$ cat config.mk
export PLATFORM = sky130hd
export DESIGN_NAME = i2c_master_bit_sequencer_core
export DESIGN_NICKNAME = d
export VERILOG_FILES = /design/src/rtl/i2cms_pkg.sv /design/src/rtl/i2c_master_bit_sequencer_core.sv /design/src/rtl/i2cms_step.sv
export SDC_FILE = /design/constraint.sdc
export NUM_CORES = 1
export LEC_CHECK = 0
export BUFFER_PORTS_ARGS = -buffer_cell sky130_fd_sc_hd__buf_2
export CORE_MARGIN = 2
export CORE_UTILIZATION = 35
export CTS_CLUSTER_DIAMETER = 150
export DETAILED_ROUTE_END_ITERATION = 10
export MAX_ROUTING_LAYER = met4
export SYNTH_ARGS = -nofsm -noshare
export SYNTH_HDL_FRONTEND = slang
export SYNTH_SLANG_ARGS = --single-unit
$ cat constraint.sdc
create_clock -name i_clk -period 4.9 [get_ports i_clk]
set_clock_uncertainty 0.05 [all_clocks]
set_input_delay 0.98 -clock i_clk [delete_from_list [all_inputs] [get_ports i_clk]]
set_output_delay 0.98 -clock i_clk [all_outputs]
set_load 0.01 [all_outputs]
$ cat src/rtl/i2cms_pkg.sv
// shared types and constants of the i2c master bit sequencer
`timescale 1ns / 1ps
`default_nettype none

package i2cms_pkg;

    localparam int unsigned TICK_W = 16;
    localparam int unsigned TRY_W  = 4;
    localparam int unsigned KIND_W = 3;
    localparam int unsigned BYTE_W = 8;
    localparam int unsigned BIT_W  = 4;

    localparam logic [TICK_W-1:0] PHASE_TICKS_RST = 16'd1000;
    localparam logic [TRY_W-1:0]  ACK_TRIES_RST   = 4'd3;
    localparam logic [BIT_W-1:0]  BITS_PER_BYTE   = 4'd8;

    localparam int unsigned IN_DATA_W  = 16;
    localparam int unsigned OUT_DATA_W = 16;

    // command kinds
    localparam logic [KIND_W-1:0] KIND_START = 3'd0;
    localparam logic [KIND_W-1:0] KIND_STOP  = 3'd1;
    localparam logic [KIND_W-1:0] KIND_WRITE = 3'd2;
    localparam logic [KIND_W-1:0] KIND_READ  = 3'd3;
    localparam logic [KIND_W-1:0] KIND_ACK   = 3'd4;
    localparam logic [KIND_W-1:0] KIND_NACK  = 3'd5;

    // configuration register indexes
    localparam logic CFG_PHASE_TICKS = 1'b0;
    localparam logic CFG_ACK_TRIES   = 1'b1;

    typedef enum logic [11:0] {
        PH_IDLE  = 12'b0000_0000_0001,
        PH_SEQ0  = 12'b0000_0000_0010,
        PH_SEQ1  = 12'b0000_0000_0100,
        PH_SEQ2  = 12'b0000_0000_1000,
        PH_SEQ3  = 12'b0000_0001_0000,
        PH_WHI   = 12'b0000_0010_0000,
        PH_WLO   = 12'b0000_0100_0000,
        PH_WNX   = 12'b0000_1000_0000,
        PH_WSAMP = 12'b0001_0000_0000,
        PH_WFIN  = 12'b0010_0000_0000,
        PH_RHI   = 12'b0100_0000_0000,
        PH_RLO   = 12'b1000_0000_0000
    } t_phase;

    typedef struct packed {
        t_phase              phase;
        logic [KIND_W-1:0]   cmd;
        logic [BIT_W-1:0]    bit_idx;
        logic [BYTE_W-1:0]   shift;
        logic [TICK_W-1:0]   tick;
        logic [TRY_W-1:0]    tries;
        logic                scl;
        logic                sda;
        logic                drive;
        logic [BYTE_W-1:0]   rx;
        logic                ack;
    } t_state;

    localparam t_state STATE_RST = '{
        phase:   PH_IDLE,
        cmd:     '0,
        bit_idx: '0,
        shift:   '0,
        tick:    '0,
        tries:   '0,
        scl:     1'b0,
        sda:     1'b0,
        drive:   1'b1,
        rx:      '0,
        ack:     1'b0
    };

endpackage

`default_nettype wire

$ cat src/rtl/i2c_master_bit_sequencer_core.sv
// top level of the tick-driven i2c master bit sequencer
`timescale 1ns / 1ps
`default_nettype none

// Each input transaction is one timebase tick carrying an optional command
// (start, stop, write byte, read byte, ack, nack) and the sampled SDA level;
// each tick yields exactly one output transaction with the pin levels, busy
// and done flags, the last read byte and the last acknowledge result. A tick
// is taken every clock cycle while the input is ready: the sequencer state
// advances in one pass of next-state logic, and the result is registered in
// an output register. Input is ready whenever that register is empty or being
// drained, so with the output side ready the block sustains one tick per cycle.
// Commands offered while a sequence runs, and kinds 6 and 7, are ignored.
// The configuration port writes phase_ticks (index 0) and ack_tries (index 1).

module i2c_master_bit_sequencer_core (
    input  wire                                    i_clk,
    input  wire                                    i_rst_n,
    input  wire                                    s_axis_tvalid,
    output logic                                   s_axis_tready,
    // cmd_valid[0], kind[3:1], tx_byte[11:4], sda_in[12], zero fill
    input  wire  [i2cms_pkg::IN_DATA_W-1:0]        s_axis_tdata,
    output logic                                   m_axis_tvalid,
    input  wire                                    m_axis_tready,
    // scl_level[0], sda_level[1], sda_drive[2], busy_res[3], done_res[4],
    // rx_byte[12:5], ack_ok[13], zero fill
    output logic [i2cms_pkg::OUT_DATA_W-1:0]       m_axis_tdata,
    input  wire                                    i_cfg_we,
    input  wire                                    i_cfg_addr,
    input  wire  [i2cms_pkg::TICK_W-1:0]           i_cfg_wdata
);

    i2cms_pkg::t_state                   r_state;
    i2cms_pkg::t_state                   n_state;
    logic                                n_done;
    logic [i2cms_pkg::TICK_W-1:0]        r_phase_ticks;
    logic [i2cms_pkg::TRY_W-1:0]         r_ack_tries;
    logic                                r_out_valid;
    logic [i2cms_pkg::OUT_DATA_W-1:0]    r_out_data;
    logic [i2cms_pkg::OUT_DATA_W-1:0]    n_out_data;
    logic                                in_take;

    assign s_axis_tready = !r_out_valid || m_axis_tready;
    assign in_take       = s_axis_tvalid && s_axis_tready;
    assign m_axis_tvalid = r_out_valid;
    assign m_axis_tdata  = r_out_data;

    i2cms_step u_step (
        .i_state       (r_state),
        .i_cmd_valid   (s_axis_tdata[0]),
        .i_kind        (s_axis_tdata[3:1]),
        .i_tx_byte     (s_axis_tdata[11:4]),
        .i_sda_in      (s_axis_tdata[12]),
        .i_phase_ticks (r_phase_ticks),
        .i_ack_tries   (r_ack_tries),
        .o_state       (n_state),
        .o_done        (n_done)
    );

    assign n_out_data = {2'b00,
                         n_state.ack,
                         n_state.rx,
                         n_done,
                         (n_state.phase != i2cms_pkg::PH_IDLE),
                         n_state.drive,
                         n_state.drive & n_state.sda,
                         n_state.scl};

    always_ff @(posedge i_clk) begin
        if (!i_rst_n) begin
            r_phase_ticks <= i2cms_pkg::PHASE_TICKS_RST;
            r_ack_tries   <= i2cms_pkg::ACK_TRIES_RST;
        end else if (i_cfg_we) begin
            case (i_cfg_addr)
                i2cms_pkg::CFG_PHASE_TICKS: r_phase_ticks <= i_cfg_wdata;
                i2cms_pkg::CFG_ACK_TRIES:   r_ack_tries   <= i_cfg_wdata[i2cms_pkg::TRY_W-1:0];
                default: ;
            endcase
        end
    end

    always_ff @(posedge i_clk) begin
        if (!i_rst_n) begin
            r_state     <= i2cms_pkg::STATE_RST;
            r_out_valid <= 1'b0;
        end else begin
            if (in_take) begin
                r_state     <= n_state;
                r_out_valid <= 1'b1;
            end else if (m_axis_tready) begin
                r_out_valid <= 1'b0;
            end
        end
    end

    always_ff @(posedge i_clk) begin
        if (in_take) begin
            r_out_data <= n_out_data;
        end
    end

endmodule

`default_nettype wire

$ cat src/rtl/i2cms_step.sv
// next-state logic for one timebase tick of the sequencer
`timescale 1ns / 1ps
`default_nettype none

module i2cms_step (
    input  var i2cms_pkg::t_state                   i_state,
    input  wire                                     i_cmd_valid,
    input  wire  [i2cms_pkg::KIND_W-1:0]            i_kind,
    input  wire  [i2cms_pkg::BYTE_W-1:0]            i_tx_byte,
    input  wire                                     i_sda_in,
    input  wire  [i2cms_pkg::TICK_W-1:0]            i_phase_ticks,
    input  wire  [i2cms_pkg::TRY_W-1:0]             i_ack_tries,
    output i2cms_pkg::t_state                       o_state,
    output logic                                    o_done
);

    always_comb begin
        logic [i2cms_pkg::TICK_W:0]   tick_inc;
        logic [i2cms_pkg::TICK_W-1:0] lim;
        logic [i2cms_pkg::BIT_W-1:0]  bit_inc;
        logic [i2cms_pkg::TRY_W-1:0]  try_inc;
        logic [i2cms_pkg::BYTE_W-1:0] shift_w;
        logic                         two_point;

        o_state   = i_state;
        o_done    = 1'b0;
        tick_inc  = {1'b0, i_state.tick} + 17'd1;
        lim       = (i_phase_ticks == '0) ? 16'd1 : i_phase_ticks;
        bit_inc   = i_state.bit_idx + 4'd1;
        try_inc   = i_state.tries + 4'd1;
        shift_w   = {i_state.shift[i2cms_pkg::BYTE_W-2:0], 1'b0};
        two_point = (i_state.cmd == i2cms_pkg::KIND_ACK)
                 || (i_state.cmd == i2cms_pkg::KIND_NACK);

        if (i_state.phase == i2cms_pkg::PH_IDLE) begin
            if (i_cmd_valid && (i_kind <= i2cms_pkg::KIND_NACK)) begin
                o_state.cmd     = i_kind;
                o_state.tick    = '0;
                o_state.bit_idx = '0;
                o_state.tries   = '0;
                if (i_kind == i2cms_pkg::KIND_WRITE) begin
                    o_state.shift = i_tx_byte;
                    o_state.drive = 1'b1;
                    o_state.sda   = i_tx_byte[i2cms_pkg::BYTE_W-1];
                    o_state.phase = i2cms_pkg::PH_WHI;
                end else if (i_kind == i2cms_pkg::KIND_READ) begin
                    o_state.shift = '0;
                    o_state.drive = 1'b0;
                    o_state.scl   = 1'b1;
                    o_state.phase = i2cms_pkg::PH_RHI;
                end else begin
                    o_state.drive = 1'b1;
                    o_state.scl   = 1'b0;
                    o_state.sda   = (i_kind == i2cms_pkg::KIND_START)
                                 || (i_kind == i2cms_pkg::KIND_NACK);
                    o_state.phase = i2cms_pkg::PH_SEQ0;
                end
            end
        end else if (tick_inc[i2cms_pkg::TICK_W-1:0] < lim) begin
            o_state.tick = tick_inc[i2cms_pkg::TICK_W-1:0];
        end else begin
            o_state.tick = '0;
            case (i_state.phase)
                i2cms_pkg::PH_SEQ0: begin
                    o_state.scl   = 1'b1;
                    o_state.phase = i2cms_pkg::PH_SEQ1;
                end
                i2cms_pkg::PH_SEQ1: begin
                    if (two_point) begin
                        o_state.scl = 1'b0;
                    end else begin
                        o_state.sda = (i_state.cmd == i2cms_pkg::KIND_STOP);
                    end
                    o_state.phase = i2cms_pkg::PH_SEQ2;
                end
                i2cms_pkg::PH_SEQ2: begin
                    if (two_point) begin
                        o_state.phase = i2cms_pkg::PH_IDLE;
                        o_done        = 1'b1;
                    end else begin
                        o_state.scl   = 1'b0;
                        o_state.phase = i2cms_pkg::PH_SEQ3;
                    end
                end
                i2cms_pkg::PH_WHI: begin
                    o_state.scl   = 1'b1;
                    o_state.phase = i2cms_pkg::PH_WLO;
                end
                i2cms_pkg::PH_WLO: begin
                    o_state.scl   = 1'b0;
                    o_state.phase = i2cms_pkg::PH_WNX;
                end
                i2cms_pkg::PH_WNX: begin
                    o_state.shift   = shift_w;
                    o_state.bit_idx = bit_inc;
                    if (bit_inc < i2cms_pkg::BITS_PER_BYTE) begin
                        o_state.sda   = shift_w[i2cms_pkg::BYTE_W-1];
                        o_state.phase = i2cms_pkg::PH_WHI;
                    end else begin
                        o_state.drive = 1'b0;
                        o_state.tries = '0;
                        if (i_ack_tries == '0) begin
                            o_state.scl   = 1'b0;
                            o_state.ack   = 1'b0;
                            o_state.phase = i2cms_pkg::PH_WFIN;
                        end else begin
                            o_state.scl   = 1'b1;
                            o_state.phase = i2cms_pkg::PH_WSAMP;
                        end
                    end
                end
                i2cms_pkg::PH_WSAMP: begin
                    o_state.tries = try_inc;
                    if (!i_sda_in) begin
                        o_state.ack   = 1'b1;
                        o_state.scl   = 1'b0;
                        o_state.phase = i2cms_pkg::PH_WFIN;
                    end else if (try_inc >= i_ack_tries) begin
                        o_state.ack   = 1'b0;
                        o_state.scl   = 1'b0;
                        o_state.phase = i2cms_pkg::PH_WFIN;
                    end
                end
                i2cms_pkg::PH_RHI: begin
                    o_state.shift   = {i_state.shift[i2cms_pkg::BYTE_W-2:0], i_sda_in};
                    o_state.bit_idx = bit_inc;
                    o_state.scl     = 1'b0;
                    o_state.phase   = i2cms_pkg::PH_RLO;
                end
                i2cms_pkg::PH_RLO: begin
                    if (i_state.bit_idx < i2cms_pkg::BITS_PER_BYTE) begin
                        o_state.scl   = 1'b1;
                        o_state.phase = i2cms_pkg::PH_RHI;
                    end else begin
                        o_state.rx    = i_state.shift;
                        o_state.phase = i2cms_pkg::PH_IDLE;
                        o_done        = 1'b1;
                    end
                end
                default: begin
                    // end of stop/start, end of write, and any stray code
                    o_state.phase = i2cms_pkg::PH_IDLE;
                    o_done        = 1'b1;
                end
            endcase
        end
    end

endmodule

`default_nettype wire

### Word level (Yosys, flattened, before mapping)

Cells that the tools add are included.

| storage, ports and cells | value |
|---|---|
| bits in registers | 94 |

| operators by class | value |
|---|---|
| add/subtract/negate cells | 3 |
| mux-type cells | 52 |
| bitwise gates (word level) | 2 |
| equal/unequal tests | 21 |
| $lt $le $gt $ge | 5 |
| reduce and logical (&&, ||, !) cells | 23 |

Operators with widths:

| kind | count |
|---|---|
| 12-bit case mux with 9 select lines | 1 |
| 12-bit two-way mux | 6 |
| 50-bit two-way mux | 1 |
| 16-bit two-way mux | 3 |
| 35-bit two-way mux | 1 |
| 8-bit two-way mux | 4 |
| 12-bit case mux with 2 select lines | 1 |
| 1-bit two-way mux | 22 |
| 11-bit two-way mux | 2 |
| 10-bit two-way mux | 2 |
| 16-bit by 1-bit adder with 16-bit output (second input constant) | 1 |
| 16-bit zero test | 1 |
| 16-bit less-than comparator | 1 |
| 12-bit by 1-bit equality test with 1-bit output (second input constant) | 1 |
| 12-bit by 11-bit equality test with 1-bit output (second input constant) | 1 |
| 12-bit equality test (second input constant) | 1 |
| 12-bit by 2-bit equality test with 1-bit output (second input constant) | 1 |
| 12-bit by 3-bit equality test with 1-bit output (second input constant) | 1 |
| 12-bit by 4-bit equality test with 1-bit output (second input constant) | 1 |
| 12-bit by 6-bit equality test with 1-bit output (second input constant) | 1 |
| 12-bit by 7-bit equality test with 1-bit output (second input constant) | 1 |
| 12-bit by 8-bit equality test with 1-bit output (second input constant) | 1 |
| 12-bit by 9-bit equality test with 1-bit output (second input constant) | 1 |
| 12-bit by 1-bit != test with 1-bit output (second input constant) | 1 |
| 33 further kinds | 49 |

### Depth between registers and ports, before layout

Gate-level depths: netlist of run 1.

| depth | value |
|---|---|
| depth after elaboration | 8 |
| depth in mapped cells | 16 |
| gate-level depth less buffers | 14 |

### By module

A second synthesis of run 1 with hierarchy kept.

| unflattened totals | value |
|---|---|
| cells, all modules | 787 |
| area total of the unflattened synthesis | 6,403.6 um^2 |

Modules (own cells, without submodules):

| module | area each (um^2) | sequential area each (um^2) | cells an instance | instances |
|---|---|---|---|---|
| i2c_master_bit_sequencer_core | 3,669.8 | 2,021.9 | 372 | 1 |
| i2cms_step | 2,733.9 | 0.0 | 415 | 1 |

### Worst setup path before layout of run 1

Ideal clock, no wire load.

| timing | value |
|---|---|
| path type | flip-flop to flip-flop |
| start point | reg r_state[16] (netlist bit) |
| end point | reg r_out_data, in the netlist m_axis_tdata[10] (data pin) |
| data arrival time | 3.652 ns |
| path slack | 0.938 ns |
| data required time | 4.590 ns |
| cell stages (with the launch flop) | 16 |
| clock period less this slack | 3.962 ns |
| path buffers | 2 |
| cells stage by stage | dfxtp_1 ha_1 nand3_1 nor3_1 and3_1 clkbuf_1 nand3_1 xnor2_1 ha_1 a211oi_1 o21ai_0 a221oi_1 clkbuf_1 a21oi_1 nand2_1 mux2_2 |

| on the way | value |
|---|---|
| word-level cells in the longest chain between the ends | 4 |

Ends and longest elaborated chain:

| element | RTL line | source |
|---|---|---|
| start, declared | i2c_master_bit_sequencer_core.sv:33 | `i2cms_pkg::t_state r_state;` |
| start signal, assigned | i2c_master_bit_sequencer_core.sv:84 | `r_state <= i2cms_pkg::STATE_RST;` |
| start signal, assigned | i2c_master_bit_sequencer_core.sv:88 | `r_state <= n_state;` |
| 16-bit by 1-bit adder with 16-bit output | i2cms_step.sv:27 | `tick_inc = {1'b0, i_state.tick} + 17'd1;` |
| 16-bit less-than comparator | i2cms_step.sv:59 | `end else if (tick_inc[i2cms_pkg::TICK_W-1:0] < lim) begin` |
| 16-bit two-way mux | i2cms_step.sv:59 |  |
| 9-bit two-way mux | i2cms_step.sv:35 | `if (i_state.phase == i2cms_pkg::PH_IDLE) begin` |
| named net n_out_data (one bit) | i2c_master_bit_sequencer_core.sv:40 | `logic [i2cms_pkg::OUT_DATA_W-1:0] n_out_data;` |
| end signal, assigned | i2c_master_bit_sequencer_core.sv:98 | `r_out_data <= n_out_data;` |
| end, declared | i2c_master_bit_sequencer_core.sv:39 | `logic [i2cms_pkg::OUT_DATA_W-1:0] r_out_data;` |

The timed path passes the listed nets, and every way through them passes these cells. The select of a mux whose other input is x is not followed.
A chain may end at the register's enable or synchronous reset.

### Worst setup path after layout of run 1

| timing | value |
|---|---|
| start point | reg r_state[16] (netlist bit) |
| end point | reg r_out_data, in the netlist m_axis_tdata[3] (data pin) |

| on the way | value |
|---|---|
| word-level cells in the longest chain between the ends | 5 |

Ends and longest elaborated chain:

| element | RTL line | source |
|---|---|---|
| 16-bit by 1-bit adder with 16-bit output | i2cms_step.sv:27 |  |
| 16-bit less-than comparator | i2cms_step.sv:59 |  |
| 12-bit two-way mux | i2cms_step.sv:59 |  |
| 12-bit two-way mux | i2cms_step.sv:35 |  |
| 12-bit by 1-bit != test with 1-bit output | i2c_master_bit_sequencer_core.sv:64 | `(n_state.phase != i2cms_pkg::PH_IDLE),` |
| named net n_out_data (one bit) | i2c_master_bit_sequencer_core.sv:40 |  |

The timed path passes the listed nets, and every way through them passes these cells.

==> results.md, run 1 <==
- Outcome: complete, no violations
- First-pass GRT wire length: 24300 µm
- Async S/R FF share, synth: 0%
- Worst-Margin Slew: 1.03 ns
- Dpl hpwl: 10700 µm
- Startpoint Class: flip-flop
- Post-synthesis cell type count: 71
- Top Ports: 56
- Setup crit end kind: flip-flop
- Final Max Slew Viols: 0
- Detailed Routing Iterations Pass 1: 5
- Final instance area: 0.00614 mm²
- Core ar.: 0.0151 mm²
- Worst-Skew Late Latency: 0.36 ns
- Drt via density: 5.72
- Largest stage delay, worst path: 0.62 ns
- Max rail drop VDD: 0.000173 V
- Post-synth EDFFs: 14
- Post-DRT Antenna Nets: 0
- Vias in the first global route: 4741
- Max frequency: 228 MHz
- Antenna violations before repair: 0
- Total GRT Usage: 19.1%
- Req. time, crit path: 4.92 ns
- Initial Util: 35.6%
- Routed wire length: 14900 µm
- Slowest CP cell: a211oi_1
- # fillers: 1519
- Commonest non-fill, non-tap cell in the layout: dfxtp_1
- Final nets: 736
- Synthesis-to-finish area growth: 13.9%
- Reg clk slew, reported paths: 0.07 ns
- Final setup viols: 0
- Crit Path Class: reg2reg
- Post-Syn Area: 0.00539 mm²
- Cells after synthesis: 633
- Row Count: 45
- CTS Buf Count: 9
- Delay-heaviest family, CP: compound AO/OA/AOI/OAI gates
- RSZ-0062 raised after global routing: no
- Total number of vias: 4973
- CP Max Fanout: 10
- Port-buffer cells: 50
- Cts repair resizes: 0
- H-Tree Depth: 3
- Avg Inst Size Synth: 8.52 µm²
- Die Y: 128 µm
- DR WL/cell: 17.1 µm
- Min-delay worst type: reg2reg
- Synthesized flop and latch total: 94
- Crit path buf inv count: 0
- CTS Buffer Depth: 2
- Worst EP arrival: 4.41 ns
- Worst path cell trace: ha_1 > nand3_1 > nor3_1 > and3_1 > nand3_1 > xnor2_1 > ha_1 > nand4_1 > a2111o_1 > a21o_1 > a211oi_1 > o221a_2 > nand4_1
- Global route overflow: 0
- CTS tree: done
- Maxcap violations: 0
- Hold-fix buffers, CTS: 0
- Pin count of the biggest net entering global routing: 45
- Pwr dens: 289 mW/mm²
- Most frequent cells in the layout: dfxtp_1, nand2_1, buf_2, a21oi_1, nor2_1
- Slew margin rel.: 30.6%
- Ant. Diodes: 0
- Root buffer cell: clkbuf_16
- Die ar.: 0.0164 mm²
- Layout cell share with drive strength beyond 1: 17.2%
- LEAKAGE: 2.46 nW
- DIE WIDTH: 128 µm
- Final setup TNS: 0 ns
- Sequential-to-total area share from yosys stat: 37.5%
- Gpl congestion: 0.952
- Placed inst area: 0.00584 mm²
- Postcts setup bufs: 0
- Min Tclk post-route: 4.38 ns
- Initial drt markers: 379
- Top_reg_cell synth: dfxtp_1
- Share of the clock period used by the worst path: 89.5%
- DRC Markers: 0
- CTS sink count: 94
- Yosys warning count: 0
- Hold WS: 0.432 ns
- Fin. Hold Viols: 0
-- kinds of logic (layout without fill, tap and decap cells) --
logic type / Yosys count / in the layout / synth area share (%)
simple gates: 243 / 243 / 23.7
compound gates: 167 / 167 / 21.3
flops: 94 / 94 / 37.5
buf+inv: 63 / 110 / 4.66
fa+ha+maj: 22 / 22 / 5.10
mux: 22 / 22 / 4.27
xor+xnor: 21 / 21 / 3.41
other cells: 1 / 2 / 0.0695
-- flip-flops by register name, summed over array words and instances (netlist names) --
register / cells
r_state: 59
m_axis_tvalid: 1
r_ack_tries: 4
r_phase_ticks: 16
m_axis_tdata: 14
-- final timing paths --
| kind | start | endpoint | slack [ns] | cells past startpoint |
|---|---|---|---|---|
| setup / recovery | r_state[16] | m_axis_tdata[3] | 0.52 | 13 |
| hold / removal | r_ack_tries[2] | r_ack_tries[2] | 0.43 | 2 |
| setup reg to reg | r_state[16] | m_axis_tdata[3] | 0.52 | 13 |
| hold reg to reg | r_ack_tries[2] | r_ack_tries[2] | 0.43 | 2 |
-- cell usage after synthesis, types with 13 or more instances --
cell type	count	share of area (%)
dfxtp_1	80	30
nand2_1	67	4.7
a21oi_1	49	4.5
nor2_1	45	3.1
nand3_1	33	3.1
o21ai_0	30	2.8
inv_1	29	2.0
clkbuf_1	22	1.5
ha_1	22	5.1
nand4_1	20	2.3
edfxtp_1	14	7.8
mux2i_1	14	2.6
xnor2_1	14	2.3
nor3_1	13	1.2
-- layout make-up --
type / instances / area (µm²) / share of cell area (%)
Clock buffer: 10 / 239 / 3.89
Clock inverter: 6 / 52.6 / 0.856
Inverter: 31 / 116 / 1.89
Multi-Input combinational cell: 477 / 3130 / 50.9
Sequential cell: 94 / 2020 / 32.9
Tap cell: 188 / 235 / 3.83
Timing Repair Buffer: 63 / 348 / 5.66
-- stage by stage --
stage	utilization (%)	worst slack, ns	power (mW)	cells
finish	40.6	0.516	1.77	869
global route	40.6	0.177	1.84	869
CTS	40.5	0.455	1.79	869
detailed placement	38.6	0.515	1.09	853
global placement	38.6	0.573	1.08	853
floorplan	-	0.938	1.01	634
-- metal layers --
layer	up-vias	part of all wire, %	global-route usage [%]
met3	27	5.6	3.92
met1	2350	45	23.9
met2	151	47	30.9
met4	0	1.9	6.01
li1	2445	-	-
met5	-	0	-
-- worst reg2reg max path: stages, from the launching register on --
cell      delay [ns]
dfxtp_1         0.43
ha_1            0.26
nand3_1         0.17
nor3_1          0.39
and3_1          0.31
nand3_1         0.12
xnor2_1         0.17
ha_1            0.31
nand4_1         0.09
a2111o_1        0.41
a21o_1          0.31
a211oi_1        0.63
o221a_2         0.33
nand4_1         0.12
-- power breakdown --
| part | switching (mW) | leakage (nW) | internal, mW | total (mW) |
|---|---|---|---|---|
| Clock | 0.334 | 0.138 | 0.366 | 0.700 |
| Combinational | 0.148 | 1.53 | 0.0868 | 0.234 |
| Sequential | 0.0270 | 0.788 | 0.813 | 0.840 |
Power figures use the tool's default switching activity.
==> run 2: changes to the inputs <==
- CELL_PAD_IN_SITES_DETAIL_PLACEMENT: default -> 1
- CELL_PAD_IN_SITES_GLOBAL_PLACEMENT: default -> 1
- CORE_MARGIN: 2 -> default
- MAX_ROUTING_LAYER: met4 -> default
- PLACE_DENSITY_LB_ADDON: default -> 0.1
==> results.md, run 2 (synthesis gave the netlist of run 1 again) <==
- Detailed Routing Iterations Pass 1: 4
- CTS Buffer Depth: 2
- H-Tree Depth: 3
- Slowest CP cell: or4_1
- Largest register FFs: 59
- LEAKAGE: 2.46 nW
- Placed inst area: 0.00585 mm²
- RSZ-0062 raised after global routing: no
- CTS Buf Count: 9
- Root buffer cell: clkbuf_16
- Total number of vias: 5017
- Switching part of the total: 28.4%
- Min-delay worst type: reg2reg
- DRC Markers: 0
- Reg clk slew, reported paths: 0.07 ns
- Hold-fix buffers, CTS: 0
- Setup crit end kind: flip-flop
- Logic pwr share: 13.1%
- Slew margin rel.: 24.2%
- Placed cells: 854
- Drt via density: 5.77
- Min Tclk post-route: 4.38 ns
- Final setup TNS: 0 ns
- Port-buffer cells: 50
- Worst-Margin Slew: 1.13 ns
- Total GRT Usage: 21.6%
- Top Ports: 56
- Maxcap violations: 0
- Dpl hpwl: 11900 µm
- Max frequency: 228 MHz
- Fin. Hold Viols: 0
- Pin count of the biggest net entering global routing: 46
- Commonest non-fill, non-tap cell in the layout: dfxtp_1
- # fillers: 1794
- Final Max Slew Viols: 0
- Die ar.: 0.0159 mm²
- Worst EP arrival: 4.63 ns
- Outcome: complete, no violations
- Global route overflow: 0
- Most used cell along the critical path: nand3_1
- Crit Path Class: reg2reg
- CTS tree: done
- P_int: 1.30 mW
- Largest register by flop count: r_state
- Routed wire length: 16400 µm
- Gpl congestion: 0.871
- First-pass GRT wire length: 26800 µm
- Postcts setup bufs: 0
- NetSw: 0.516 mW
- Final instance area: 0.00616 mm²
- CTS sink count: 94
- Initial drt markers: 264
- Worst-Skew Late Latency: 0.36 ns
- Sequential Power Share: 46.2%
- Max rail drop VDD: 0.000147 V
- Synthesis-to-finish area growth: 14.3%
- Row Count: 45
- Clock power share: 40.7%
- Final nets: 737
- Pwr dens: 295 mW/mm²
- Non-Filler Instances: 870
- Cts repair resizes: 0
- Final setup viols: 0
- Post-DRT Antenna Nets: 0
- Layout cell share with drive strength beyond 1: 17.3%
- DR WL/cell: 18.8 µm
- Core ar.: 0.0151 mm²
- CP Max Fanout: 6
- Share of the clock period used by the worst path: 89.3%
- Worst path cell trace: ha_1 > nand3_1 > nor3_1 > and3_1 > nand3_1 > xnor2_1 > ha_1 > a211oi_1 > o21ai_0 > a221oi_2 > nand2_1 > or4_1 > or3_1 > nand3_1
- Largest stage delay, worst path: 0.61 ns
- Most frequent cells in the layout: dfxtp_1, nand2_1, buf_2, a21oi_1, nor2_1
- Die Y: 126 µm
- DIE WIDTH: 126 µm
- Ant. Diodes: 0
- Initial Util: 35.6%
- Antenna violations before repair: 0
- Req. time, crit path: 5.15 ns
- Vias in the first global route: 5031
- Startpoint Class: flip-flop
==> run 2: cell count changes in the layout (fill, tap and decap cells not counted), sizes merged <==
cell / before / now
clkinvlp: 2 / 4
buf: 63 / 64
bufinv: 0 / 1
clkbuf: 10 / 9
clkinv: 2 / 1
inv: 33 / 32
==> run 2: final timing paths <==
check	slack, ns	depth (start not counted)	to	start
worst min register to register	0.43	2	r_state[13]	r_state[13]
worst max-delay path	0.52	14	r_state[23]	r_state[16]
worst max register to register	0.52	14	r_state[23]	r_state[16]
worst min-delay path	0.43	2	r_state[13]	r_state[13]
==> run 2: layer usage <==
metal  GRT usage, %  part of all wire, %  wire length [µm]
met2           37.8                   50              8190
met3           2.85                  2.5               417
met4           7.30                  1.7               275
met5              0                    0                 0
met1           27.2                   46              7500
==> run 2: layout make-up <==
class / instances / area (µm²) / share of cell area, %
multi-input cells: 477 / 3130 / 50.8
well taps: 188 / 235 / 3.82
clock inverters: 7 / 80.1 / 1.30
repair buffers: 64 / 355 / 5.77
flip-flops and latches: 94 / 2020 / 32.8
clock buffers: 9 / 225 / 3.65
inverters: 31 / 116 / 1.89
==> run 2: power by group through the flow <==
stage | clock network [mW] | registers, mW | logic (mW)
2_1_floorplan | 0 | 0.851 | 0.159
3_3_place_gp | 0 | 0.856 | 0.232
3_5_place_dp | 0 | 0.858 | 0.238
4_1_cts | 0.758 | 0.840 | 0.239
5_1_grt | 0.795 | 0.844 | 0.265
6_report | 0.740 | 0.840 | 0.238
==> run 2: stage by stage <==
step	power [mW]	setup WS (ns)	hold WS, ns	util [%]
global placement	1.09	0.521	0.412	38.6
CTS	1.84	0.326	0.435	40.7
global route	1.90	0.127	0.459	40.7
floorplan	1.01	0.938	0.390	-
detailed placement	1.10	0.351	0.426	38.6
finish	1.82	0.524	0.431	40.7
==> run 2: critical path, delay by kind of cell (launching register included) <==
family,cells,cell delay (ns)
simple gates,8,2.32
compound gates,3,0.89
fa+ha+maj,2,0.47
flops,1,0.42
xor+xnor,1,0.16
==> run 3: changes to the inputs <==
- SYNTH_HIERARCHICAL: default -> 1
==> results.md, run 3 <==
- Top Ports: 56
- Largest register by flop count: r_state
- Outcome: complete, no violations
- First-pass GRT wire length: 28600 µm
- Setup crit end kind: flip-flop
- Cell depth of the worst hold path: 2
- Most frequent cell after synthesis: nand2_1
- Crit Path Class: reg2reg
- Worst-Margin Slew: 1.02 ns
- Async S/R FF share, synth: 0%
- Top_reg_cell synth: dfxtp_1
- Max rail drop VDD: 0.000157 V
- Die Y: 137 µm
- Total number of vias: 5662
- Hold endpoint: r_state[1]
- Post-Syn Area: 0.00640 mm²
- Sequential Power Share: 44.5%
- P_int: 1.29 mW
- Core ar.: 0.0180 mm²
- Post-synth EDFFs: 14
- Delay-heaviest family, CP: simple AND/OR/NAND/NOR gates
- Hold WS: 0.406 ns
- Req. time, crit path: 5.06 ns
- Post-synthesis cell type count: 75
- Non-Filler Instances: 1036
- Switching part of the total: 31.8%
- Global route overflow: 0
- Synthesized flop and latch total: 94
- Vias in the first global route: 5674
- Avg Inst Size Synth: 8.14 µm²
- Largest stage delay, worst path: 0.65 ns
- Root buffer cell: clkbuf_16
- Maxcap violations: 0
- Antenna violations before repair: 0
- Share of the clock period used by the worst path: 90.5%
- Postcts setup bufs: 0
- Final nets: 862
- Largest register FFs: 59
- R2R cell count: 14
- Dpl hpwl: 12700 µm
- Gpl congestion: 0.825
- Ant. Diodes: 0
- Final Max Slew Viols: 0
- CTS sink count: 94
- Final setup viols: 0
- Setup WS post-layout: 0.464 ns
- Worst EP arrival: 4.60 ns
- Most frequent cells in the layout: nand2_1, dfxtp_1, mux2i_1, buf_2
- Logic pwr share: 17.8%
- Reg-to-Reg Start: r_state[16]
- Cell taking the most area after synthesis: dfxtp_1
- Reg clk slew, reported paths: 0.08 ns
- Total GRT Usage: 19.5%
- Placed cells: 1020
- CTS Buffer Depth: 2
- Startpoint Class: flip-flop
- Clock power share: 37.6%
- Post-synth top cells: nand2_1, dfxtp_1, mux2i_1
- DR WL/cell: 17.1 µm
- Crit path buf inv count: 0
- Drt via density: 5.47
- Pin count of the biggest net entering global routing: 104
- Final setup TNS: 0 ns
- Final instance area: 0.00689 mm²
- CTS tree: done
- Die ar.: 0.0188 mm²
- Worst-Skew Late Latency: 0.36 ns
- Initial Util: 35.6%
- RSZ-0062 raised after global routing: no
- Cells after synthesis: 787
- RR Endpoint: r_state[8]
- Routed wire length: 17700 µm
- Placed inst area: 0.00660 mm²
- Yosys warning count: 6
- Yosys top cell area share: 25.0%
- Worst path cell trace: ha_1 > nand3_2 > or4_1 > or2_1 > xnor2_1 > ha_1 > nand2_1 > nor3_1 > nand2_1 > o21a_4 > nor3_4 > mux2_2 > nand2_1 > mux2i_1
- Port-buffer cells: 50
- H-Tree Depth: 3
- Largest cells by area after synthesis: dfxtp_1, nand2_1, mux2i_1, edfxtp_1, ha_1
- Post-DRT Antenna Nets: 0
- Fin. Hold Viols: 0
- Initial drt markers: 192
- Max frequency: 225 MHz
- LEAKAGE: 2.80 nW
- HP Start: r_state[1]
- CP Max Fanout: 20
- Slew margin rel.: 31.6%
- Synthesis-to-finish area growth: 7.60%
- CTS Buf Count: 9
- Sequential-to-total area share from yosys stat: 31.6%
- NetSw: 0.600 mW
- Most used cell along the critical path: nand2_1
- Layout cell share with drive strength beyond 1: 13.0%
- Min-delay worst type: reg2reg
- Commonest non-fill, non-tap cell in the layout: nand2_1
- DRC Markers: 0
- Row Count: 49
- Pwr dens: 274 mW/mm²
- DIE WIDTH: 137 µm
- Worst slack, placed: 0.374 ns
- Min Tclk post-route: 4.44 ns
- R2R setup slack: 0.46 ns
- Detailed Routing Iterations Pass 1: 5
- Slowest CP cell: or4_1
==> run 3: per-stage QoR <==
stage                     power [mW]  utilization (%)
after CTS                       1.91             38.3
after detailed placement        1.20             36.7
after global routing            1.98             38.4
after floorplan                 1.11                -
final                           1.89             38.4
after global placement          1.19             36.7
==> run 3: worst max path at each step <==
stage	start	end	slack (ns)	cells past startpoint
2_1_floorplan	r_state[16]	m_axis_tdata[3]	1.08	15
3_3_place_gp	r_state[16]	m_axis_tdata[3]	0.47	14
3_5_place_dp	r_state[16]	m_axis_tdata[3]	0.37	14
4_1_cts	r_state[16]	m_axis_tdata[3]	0.33	14
5_1_grt	r_state[16]	r_state[8]	0.08	14
6_report	r_state[16]	r_state[8]	0.46	14
==> run 3: layout make-up <==
class	instances	area (µm²)
Clock inverter	7	61.3
Inverter	32	120
Multi-Input combinational cell	608	3870
Timing Repair Buffer	57	305
Sequential cell	94	2020
Clock buffer	9	225
Fill cell	2202	11100
Tap cell	229	287
==> run 3: cell families (layout without fill, tap and decap cells) <==
group,Yosys count,after routing,synth area share [%]
AND/OR/NAND/NOR,357,357,26.9
AO/OA/AOI/OAI,138,138,15.4
flip-flops,94,94,31.6
buffers and inverters,86,105,8.11
multiplexers,67,67,10.6
adder cells (fa/ha/maj),22,22,4.30
XOR/XNOR,22,22,3.01
other,1,2,0.0586
==> run 3: worst min-delay path: stages, from the launching register on <==
cell and delay, ns:
dfxtp_1 0.31, nand2_1 0.05, mux2i_1 0.05
==> run 3: what timing repair did <==
item / CTS / global route
resized for setup: 0 / 2
setup endpoints to repair: 0 / 1
endpoints found under the hold margin: 0 / 0
hold buffers: 0 / 0
==> run 3: metal layers <==
| metal | routed length (µm) | share of wire [%] | GRT usage, % |
|---|---|---|---|
| met3 | 444 | 2.5 | 2.24 |
| met4 | 336 | 1.9 | 7.39 |
| met5 | 0 | 0 | 0 |
| met2 | 9020 | 51 | 35.8 |
| met1 | 7890 | 45 | 23.1 |
==> run 3: power groups by stage <==
stage          sequential, mW  combinational, mW  clock, mW
6_report                0.840              0.337      0.709
4_1_cts                 0.841              0.341      0.732
3_5_place_dp            0.859              0.341          0
2_1_floorplan           0.852              0.255          0
3_3_place_gp            0.857              0.331          0
5_1_grt                 0.844              0.375      0.763
